<file path="config.mk">
export PLATFORM = sky130hd
export DESIGN_NAME = rgbsd_cell_row
export DESIGN_NICKNAME = d
export VERILOG_FILES = /design/src/sv/rgbsd_pkg.sv /design/src/sv/rgbsd_cell.sv /design/src/sv/rgbsd_cell_row.sv
export SDC_FILE = /design/constraint.sdc
export NUM_CORES = 2
export LEC_CHECK = 0
export ABC_AREA = 1
export BUFFER_PORTS_ARGS = -buffer_cell sky130_fd_sc_hd__buf_2
export CAP_MARGIN = 20
export CELL_PAD_IN_SITES_DETAIL_PLACEMENT = 0
export CELL_PAD_IN_SITES_GLOBAL_PLACEMENT = 1
export CORE_ASPECT_RATIO = 1.1
export CORE_MARGIN = 4
export CORE_UTILIZATION = 51
export DETAILED_ROUTE_END_ITERATION = 6
export GPL_TIMING_DRIVEN = 0
export MAX_ROUTING_LAYER = met4
export PLACE_DENSITY = 0.95
export RECOVER_POWER = 100
export SLEW_MARGIN = 20
export SYNTH_ARGS = -nofsm -noshare
export SYNTH_HDL_FRONTEND = slang
export SYNTH_SLANG_ARGS = --single-unit
</file>
<file path="constraint.sdc">
create_clock -name clk -period 6.3 [get_ports clk]
set_input_delay 0.945 -clock clk [delete_from_list [all_inputs] [get_ports clk]]
set_output_delay 0.945 -clock clk [all_outputs]
set_load 0.03 [all_outputs]
</file>
<file path="src/sv/rgbsd_pkg.sv">
`timescale 1ns / 1ps
`default_nettype none
// ----------------------------------------------------------------------------
// rgbsd_pkg
// shared types, constants and helpers of the rgb square dilation block
// ----------------------------------------------------------------------------
package rgbsd_pkg;

  localparam int DEF_MAX_WIDTH  = 1024;
  localparam int DEF_MAX_HEIGHT = 1024;
  localparam int DEF_MAX_RADIUS = 15;

  localparam int PIX_W     = 24;
  localparam int CFG_W     = 11;
  localparam int CFG_IDX_W = 2;
  localparam int WSIZE_W   = 5;

  localparam logic [CFG_IDX_W-1:0] CFG_IMAGE_WIDTH  = 2'd0;
  localparam logic [CFG_IDX_W-1:0] CFG_IMAGE_HEIGHT = 2'd1;
  localparam logic [CFG_IDX_W-1:0] CFG_WINDOW_SIZE  = 2'd2;

  localparam logic [CFG_W-1:0]   RST_IMAGE_WIDTH  = 11'd1024;
  localparam logic [CFG_W-1:0]   RST_IMAGE_HEIGHT = 11'd1024;
  localparam logic [WSIZE_W-1:0] RST_WINDOW_SIZE  = 5'd30;

  localparam logic OP_PIXEL = 1'b0;
  localparam logic OP_DRAIN = 1'b1;

  typedef struct packed {
    logic       operation;
    logic [7:0] chan0_in;
    logic [7:0] chan1_in;
    logic [7:0] chan2_in;
  } in_word_t;

  typedef struct packed {
    logic [7:0] chan0_out;
    logic [7:0] chan1_out;
    logic [7:0] chan2_out;
    logic       frame_last;
  } out_word_t;

  typedef struct packed {
    logic clear;
    logic shift;
  } cell_ctl_t;

  // per channel maximum of two packed pixels
  function automatic logic [PIX_W-1:0] pix_max(input logic [PIX_W-1:0] a,
                                               input logic [PIX_W-1:0] b);
    logic [PIX_W-1:0] m;
    for (int c = 0; c < 3; c++) begin
      m[c*8 +: 8] = (a[c*8 +: 8] > b[c*8 +: 8]) ? a[c*8 +: 8] : b[c*8 +: 8];
    end
    return m;
  endfunction

endpackage
`default_nettype wire

</file>
<file path="src/sv/rgbsd_cell.sv">
`timescale 1ns / 1ps
`default_nettype none
// ----------------------------------------------------------------------------
// rgbsd_cell
// one column-maximum cell: holds a column, passes it on, folds a running max
// ----------------------------------------------------------------------------
module rgbsd_cell (
  input  wire logic                       clk,
  input  wire logic                       rst_n,
  input  wire rgbsd_pkg::cell_ctl_t       ctl,
  input  wire logic                       en,
  input  wire logic [rgbsd_pkg::PIX_W-1:0] left_val,
  input  wire logic [rgbsd_pkg::PIX_W-1:0] left_acc,
  output logic      [rgbsd_pkg::PIX_W-1:0] val_o,
  output logic      [rgbsd_pkg::PIX_W-1:0] acc_o
);
  logic [rgbsd_pkg::PIX_W-1:0] val_r, val_nxt;
  logic [rgbsd_pkg::PIX_W-1:0] acc_r, acc_nxt;

  always_comb begin
    val_nxt = val_r;
    if (ctl.clear) begin
      val_nxt = '0;
    end else if (ctl.shift) begin
      val_nxt = left_val;
    end
    acc_nxt = rgbsd_pkg::pix_max(left_acc, en ? val_r : '0);
  end

  always_ff @(posedge clk) begin
    if (!rst_n) begin
      val_r <= '0;
      acc_r <= '0;
    end else begin
      val_r <= val_nxt;
      acc_r <= acc_nxt;
    end
  end

  assign val_o = val_r;
  assign acc_o = acc_r;
endmodule
`default_nettype wire

</file>
<file path="src/sv/rgbsd_cell_row.sv">
`timescale 1ns / 1ps
`default_nettype none
// ----------------------------------------------------------------------------
// rgbsd_cell_row
// chain of column cells; newest column enters cell 0, max ripples to the end
// ----------------------------------------------------------------------------
module rgbsd_cell_row #(
  parameter int NCELL = 2 * rgbsd_pkg::DEF_MAX_RADIUS + 1,
  parameter int RW    = $clog2(rgbsd_pkg::DEF_MAX_RADIUS + 1)
) (
  input  wire logic                        clk,
  input  wire logic                        rst_n,
  input  wire rgbsd_pkg::cell_ctl_t        ctl,
  input  wire logic [RW-1:0]               radius,
  input  wire logic [rgbsd_pkg::PIX_W-1:0] in_val,
  output logic      [rgbsd_pkg::PIX_W-1:0] max_o
);
  logic [rgbsd_pkg::PIX_W-1:0] val_w [NCELL+1];
  logic [rgbsd_pkg::PIX_W-1:0] acc_w [NCELL+1];

  assign val_w[0] = in_val;
  assign acc_w[0] = '0;

  for (genvar i = 0; i < NCELL; i++) begin : g_cell
    logic en;
    // only the last 2r+1 columns belong to the window
    assign en = (i <= 2 * int'(radius));
    rgbsd_cell u_cell (
      .clk      (clk),
      .rst_n    (rst_n),
      .ctl      (ctl),
      .en       (en),
      .left_val (val_w[i]),
      .left_acc (acc_w[i]),
      .val_o    (val_w[i+1]),
      .acc_o    (acc_w[i+1])
    );
  end

  assign max_o = acc_w[NCELL];
endmodule
`default_nettype wire

</file>
**After elaboration in Yosys (flattened, before gate mapping)**

Cells that the tools add are included.

- Register bits: 1488
- Output and inout bits: 24

- Reductions and logical operators: 4
- Multiplexer cells: 121
- Bitwise logic cells: 1
- $lt $le $gt $ge: 124

Operator list:

| operator | count |
|---|---|
| 24-bit two-way mux | 31 |
| 8-bit > comparator | 90 |
| 8-bit two-way mux | 90 |
| 5-bit less-or-equal comparator, first input constant | 15 |
| 4-bit by 5-bit less-or-equal comparator with 1-bit output, first input constant | 8 |
| 1-bit by 8-bit > comparator with 1-bit output, first input constant | 3 |
| 3-bit by 5-bit less-or-equal comparator with 1-bit output, first input constant | 4 |
| 1-bit by 5-bit less-or-equal comparator with 1-bit output, first input constant | 2 |
| 2-bit by 5-bit less-or-equal comparator with 1-bit output, first input constant | 2 |
| 2-bit OR reduction | 4 |
| 1-bit NOT | 1 |

**Logic depth before layout (Yosys ltp)**

- Depth after elaboration: 4
- Depth in mapped cells: 19
- Mapped depth without buffers: 15

**By module**

Synthesis repeated with hierarchy kept, for this count alone.

- Cell total of the unflattened synthesis: 12162
- Area total of the unflattened synthesis: 87184.9 sq um

Modules (own cells, without submodules):

| module | area an instance (sq um) | sequential area each (sq um) | cells an instance | times used |
|---|---|---|---|---|
| rgbsd_cell | 2806.4 | 960.9 | 391 | 31 |
| rgbsd_cell_row | 185.2 | 0.0 | 41 | 1 |

**Worst setup path after synthesis**

No wires, ideal clock.

- Path kind: input to register
- From: in radius[3]
- To: reg g_cell[20].u_cell.acc_r (netlist bit g_cell[20].u_cell.acc_o[2])
- Path slack: 3154 ps
- Stages on the path: 16
- Path buffers: 3
- Arrival time: 3028 ps
- Path through: buf_2 -> nand2_1 -> nand2_1 -> clkinv_1 -> clkbuf_1 -> nor2_1 -> inv_1 -> ha_1 -> nand2_1 -> nor2_1 -> nand2_1 -> nand2_1 -> clkbuf_1 -> nand3_1 -> nand2_1 -> nor2_1

- Word-level cells in the longest chain between the ends: 4

RTL lines:

| item | line | text |
|---|---|---|
| start: declaration | rgbsd_cell_row.sv:14 | `input wire logic [RW-1:0] radius,` |
| 5-bit less-or-equal comparator * | rgbsd_cell_row.sv:27 | `assign en = (i <= 2 * int'(radius));` |
| 24-bit two-way mux * | rgbsd_cell.sv:27 | `acc_nxt = rgbsd_pkg::pix_max(left_acc, en ? val_r : '0);` |
| 8-bit > comparator | rgbsd_pkg.sv:53 | `m[c*8 +: 8] = (a[c*8 +: 8] > b[c*8 +: 8]) ? a[c*8 +: 8] : b[c*8 +: 8];` |
| 8-bit two-way mux * | rgbsd_pkg.sv:53 |  |
| end signal: assignment | rgbsd_cell.sv:36 | `acc_r <= acc_nxt;` |
| end: declaration | rgbsd_cell.sv:18 | `logic [rgbsd_pkg::PIX_W-1:0] acc_r, acc_nxt;` |

Every way passes the cells marked *; elsewhere a longest branch is shown, timed or not.
A chain may end at the register's enable or synchronous reset.

**Worst setup path after layout**

- From: in radius[3]
- To: reg g_cell[28].u_cell.acc_r (netlist bit g_cell[28].u_cell.acc_o[20])

- Word-level cells in the longest chain between the ends: 4

RTL lines:

| item | line |
|---|---|
| 5-bit less-or-equal comparator * | rgbsd_cell_row.sv:27 |
| 24-bit two-way mux * | rgbsd_cell.sv:27 |
| 8-bit > comparator | rgbsd_pkg.sv:53 |
| 8-bit two-way mux * | rgbsd_pkg.sv:53 |
| end signal: assignment | rgbsd_cell.sv:36 |
| end: declaration | rgbsd_cell.sv:18 |

Marks and branches as above.

==> results_tabular.tex <==
\begin{tabular}{lr}
\hline
Metric & Value \\
\hline
\multicolumn{2}{l}{\textbf{Die}} \\
Horizontal extent of the die & approximately 380 um \\
Area of the die & between 150000 and 200000 sq um \\
Core box area & $\sim$150000 sq um \\
Io pins & 56 \\
FP Rows & between 100 and 150 \\
Effective utilization at floorplan & about half \\
Chip height & roughly 420 um \\
\multicolumn{2}{l}{\textbf{CTS}} \\
Clock transition at path regs & 70 ps \\
Number of buffers inserted to repair setup after CTS & 0 \\
Maximum count of clock buffers along a single path & 3 \\
CTS tree & yes \\
\# resized after CTS & 0 \\
Clock root buffer master & clkbuf\_16 \\
Num CTS Buffers & around 160 \\
Sink Count & about 1500 \\
Clock insertion delay at the later pin of the skew report & roughly 820 ps \\
Total number of H-tree levels & 4 \\
Hold-fix buffers at CTS & 0 \\
\multicolumn{2}{l}{\textbf{Placed design}} \\
HPWL Detailed & roughly 180000 um \\
GPL Wtd Cong & 0.950 \\
Number of buffer cells added on primary ports & 52 \\
Post-Place Setup Slack & 1780 ps \\
\multicolumn{2}{l}{\textbf{STA}} \\
Layout Skew & between 30 and 40 ps \\
Clock period minus final worst setup slack & approximately 5000 ps \\
Worst-case hold slack & a little over 400 ps \\
Aggregate negative setup slack & 0 ps \\
Max Slew Vio Count & 17 \\
Achievable clock frequency & about 200 MHz \\
Worst relative slew slack & -27.3\% \\
Unrepaired setup endpoints after global routing & no \\
Post-route fraction of the period consumed by the critical path & between 70\% and 80\% \\
Final hold violation count & 0 \\
Worst slew pin tran & around 1900 ps \\
Minimum setup slack in the final design & between 1000 and 1500 ps \\
Total of endpoints with negative setup slack in the final report & 0 \\
\multicolumn{2}{l}{\textbf{Synthesis}} \\
Part of the Yosys area used for sequential elements & 38.3\% \\
Ys Warns & 0 \\
Post-synthesis average cell area & roughly 7.1 sq um \\
Cell area after synthesis & between 70000 and 80000 sq um \\
Synth Net Count & around 12000 \\
Distinct cell type count of the synthesized netlist & 24 \\
Yosys reg bits & 1488 \\
Syn Inst Count & roughly 11000 \\
\multicolumn{2}{l}{\textbf{Critical path}} \\
Critical path type & input port to register \\
Data arrival, critical path & about 5700 ps \\
Endpoint kind of the worst setup timing path & register \\
Req. time, crit path & just under 7000 ps \\
Critical-path maximum fanout & 10 \\
Element type at the critical path start & input port \\
\multicolumn{2}{l}{\textbf{Global routing}} \\
Number of global-route vias before repair & 68118 \\
Overflow left after global routing & 0 \\
Aggregate global-route resource usage & a little under 30\% \\
Number of antenna violations at the first check in global routing & 4 \\
First-pass GRT wire length & approximately 360000 um \\
Largest net degree at the start of global routing & 17 \\
\multicolumn{2}{l}{\textbf{Cells and area}} \\
Most common cell after layout, fill and taps aside & nand2\_1 \\
Highest-count cells in the layout ignoring fill and taps & 2477 x nand2\_1, 1488 x dfxtp\_1, 1424 x inv\_1 \\
Share of post-route cells with drive strength above 1 & 3.44\% \\
Layout area overhead & 10.5\% \\
Net total in the final layout & 11975 \\
\multicolumn{2}{l}{\textbf{Routing}} \\
Routed len/inst & around 18 um \\
Violation count after the first detailed-route iteration & around 5400 \\
Detail-routed via count per cell & 5.39 \\
Antenna Nets Post-Route & 0 \\
Number of vias in the routed layout & 71730 \\
Post-route DRC violation count & 0 \\
TritonRoute pass-1 iters & 6 \\
Final wirelength & $\sim$230000 um \\
\multicolumn{2}{l}{\textbf{Min path}} \\
Type of the worst min-delay path & input port to register \\
\multicolumn{2}{l}{\textbf{Power and ir drop}} \\
Power density over the cells & roughly 450 nW/um\^{}2 \\
IR Drop Worst-Case VDD & 0.314 mV \\
Static leakage & approximately 37 nW \\
\multicolumn{2}{l}{\textbf{Outcome}} \\
Violated checks & max-capacitance violations, max-slew violations \\
Outcome & finished with violations \\
\multicolumn{2}{l}{\textbf{Run}} \\
Max-cap check violation count & 2 \\
\hline
\end{tabular}
[area by class of cell]
class	instances	area (sq um)
flip-flops and latches	1488	29800
multi-input cells	7489	40100
repair buffers	52	229
well taps	1963	2460
diodes	2	5.00
plain buffers	600	2430
inverters	1431	5370
clock inverters	79	1020
clock buffers	214	4530
fillers	14401	64700
[cell families (layout without fill, tap and decap cells)]
group	Yosys count	count (layout)	share of synthesized area, %
other	0	2	0
AO/OA/AOI/OAI	2285	2285	16.3
buffers and inverters	2031	2376	10.1
adder cells (fa/ha/maj)	720	720	11.6
AND/OR/NAND/NOR	4484	4484	23.7
flip-flops	1488	1488	38.3
[report_power, final]
| part | total [mW] | switching [mW] | internal (mW) |
|---|---|---|---|
| logic | 16.6 | 10.6 | 6.04 |
| clock network | 9.95 | 4.05 | 5.90 |
| registers | 11.7 | 0.806 | 10.9 |
[routing by layer]
metal | global-route usage [%] | vias to the layer above | wire (um)
li1 | - | 35757 | -
met1 | 37.1 | 33491 | 102000
met2 | 48.8 | 2055 | 110000
met3 | 3.58 | 427 | 14100
met4 | 9.51 | 0 | 7540
met5 | - | - | 0
[Yosys cell counts]
master	instances	area share, %
a21boi_0	375	3.6
a21boi_1	11	0.11
a21o_1	27	0.26
a21oi_1	1322	8.5
buf_1	17	0.082
buf_2	96	0.62
buf_4	26	0.25
clkbuf_1	461	2.2
clkinv_1	1	0.0048
dfxtp_1	1488	38
ha_1	720	12
inv_1	1421	6.9
inv_2	9	0.043
nand2_1	2477	12
nand3_1	531	3.4
nand3b_1	188	1.8
nand4_1	90	0.72
nor2_1	1194	5.8
nor2_2	3	0.024
nor2_4	1	0.014
o21a_1	63	0.61
o21ai_0	485	3.1
o21ai_1	1	0.0064
o21ai_2	1	0.011
[critical path: stages]
cell,delay [ps]
clkbuf_1,700
nand2_1,330
clkbuf_1,480
nor2_1,610
clkbuf_1,640
nand2_1,220
ha_1,370
nand2_1,70
nor2_1,140
nand2_1,70
nand2_1,190
clkbuf_1,350
a21boi_0,150
nor2_1,360
[path summary, 6_finish.rpt]
kind                                             from                                      to  slack [ps]  depth (start not counted)
min reg2reg    g_cell[0].u_cell.val_o[2]$_SDFFE_PP0P_    g_cell[0].u_cell.acc_o[2]$_SDFF_PN0_         440                          2
max                                         radius[3]  g_cell[28].u_cell.acc_o[20]$_SDFF_PN0_        1300                         14
max reg2reg  g_cell[28].u_cell.val_o[23]$_SDFFE_PP0P_  g_cell[28].u_cell.acc_o[20]$_SDFF_PN0_        3850                          9
min                                         in_val[7]  g_cell[0].u_cell.val_o[7]$_SDFFE_PP0P_         410                          3
[sequential cells by signal, indices dropped and copies added, names as in the netlist]
| signal | count |
|---|---|
| g_cell.u_cell.acc_o | 744 |
| g_cell.u_cell.val_o | 744 |
[metrics by stage]
| step | power [mW] | area (sq um) | utilization (%) | std cells |
|---|---|---|---|---|
| floorplan | 24.6 | 77700 | - | 11008 |
| global placement | 27.8 | 80400 | 53.4 | 13023 |
| detailed placement | 28.2 | 80400 | 53.4 | 13023 |
| CTS | 38.2 | 86000 | 57.1 | 13316 |
| global route | 41.5 | 85900 | 57.0 | 13316 |
| finish | 38.3 | 85900 | 57.0 | 13318 |
Power figures use the tool's default switching activity.
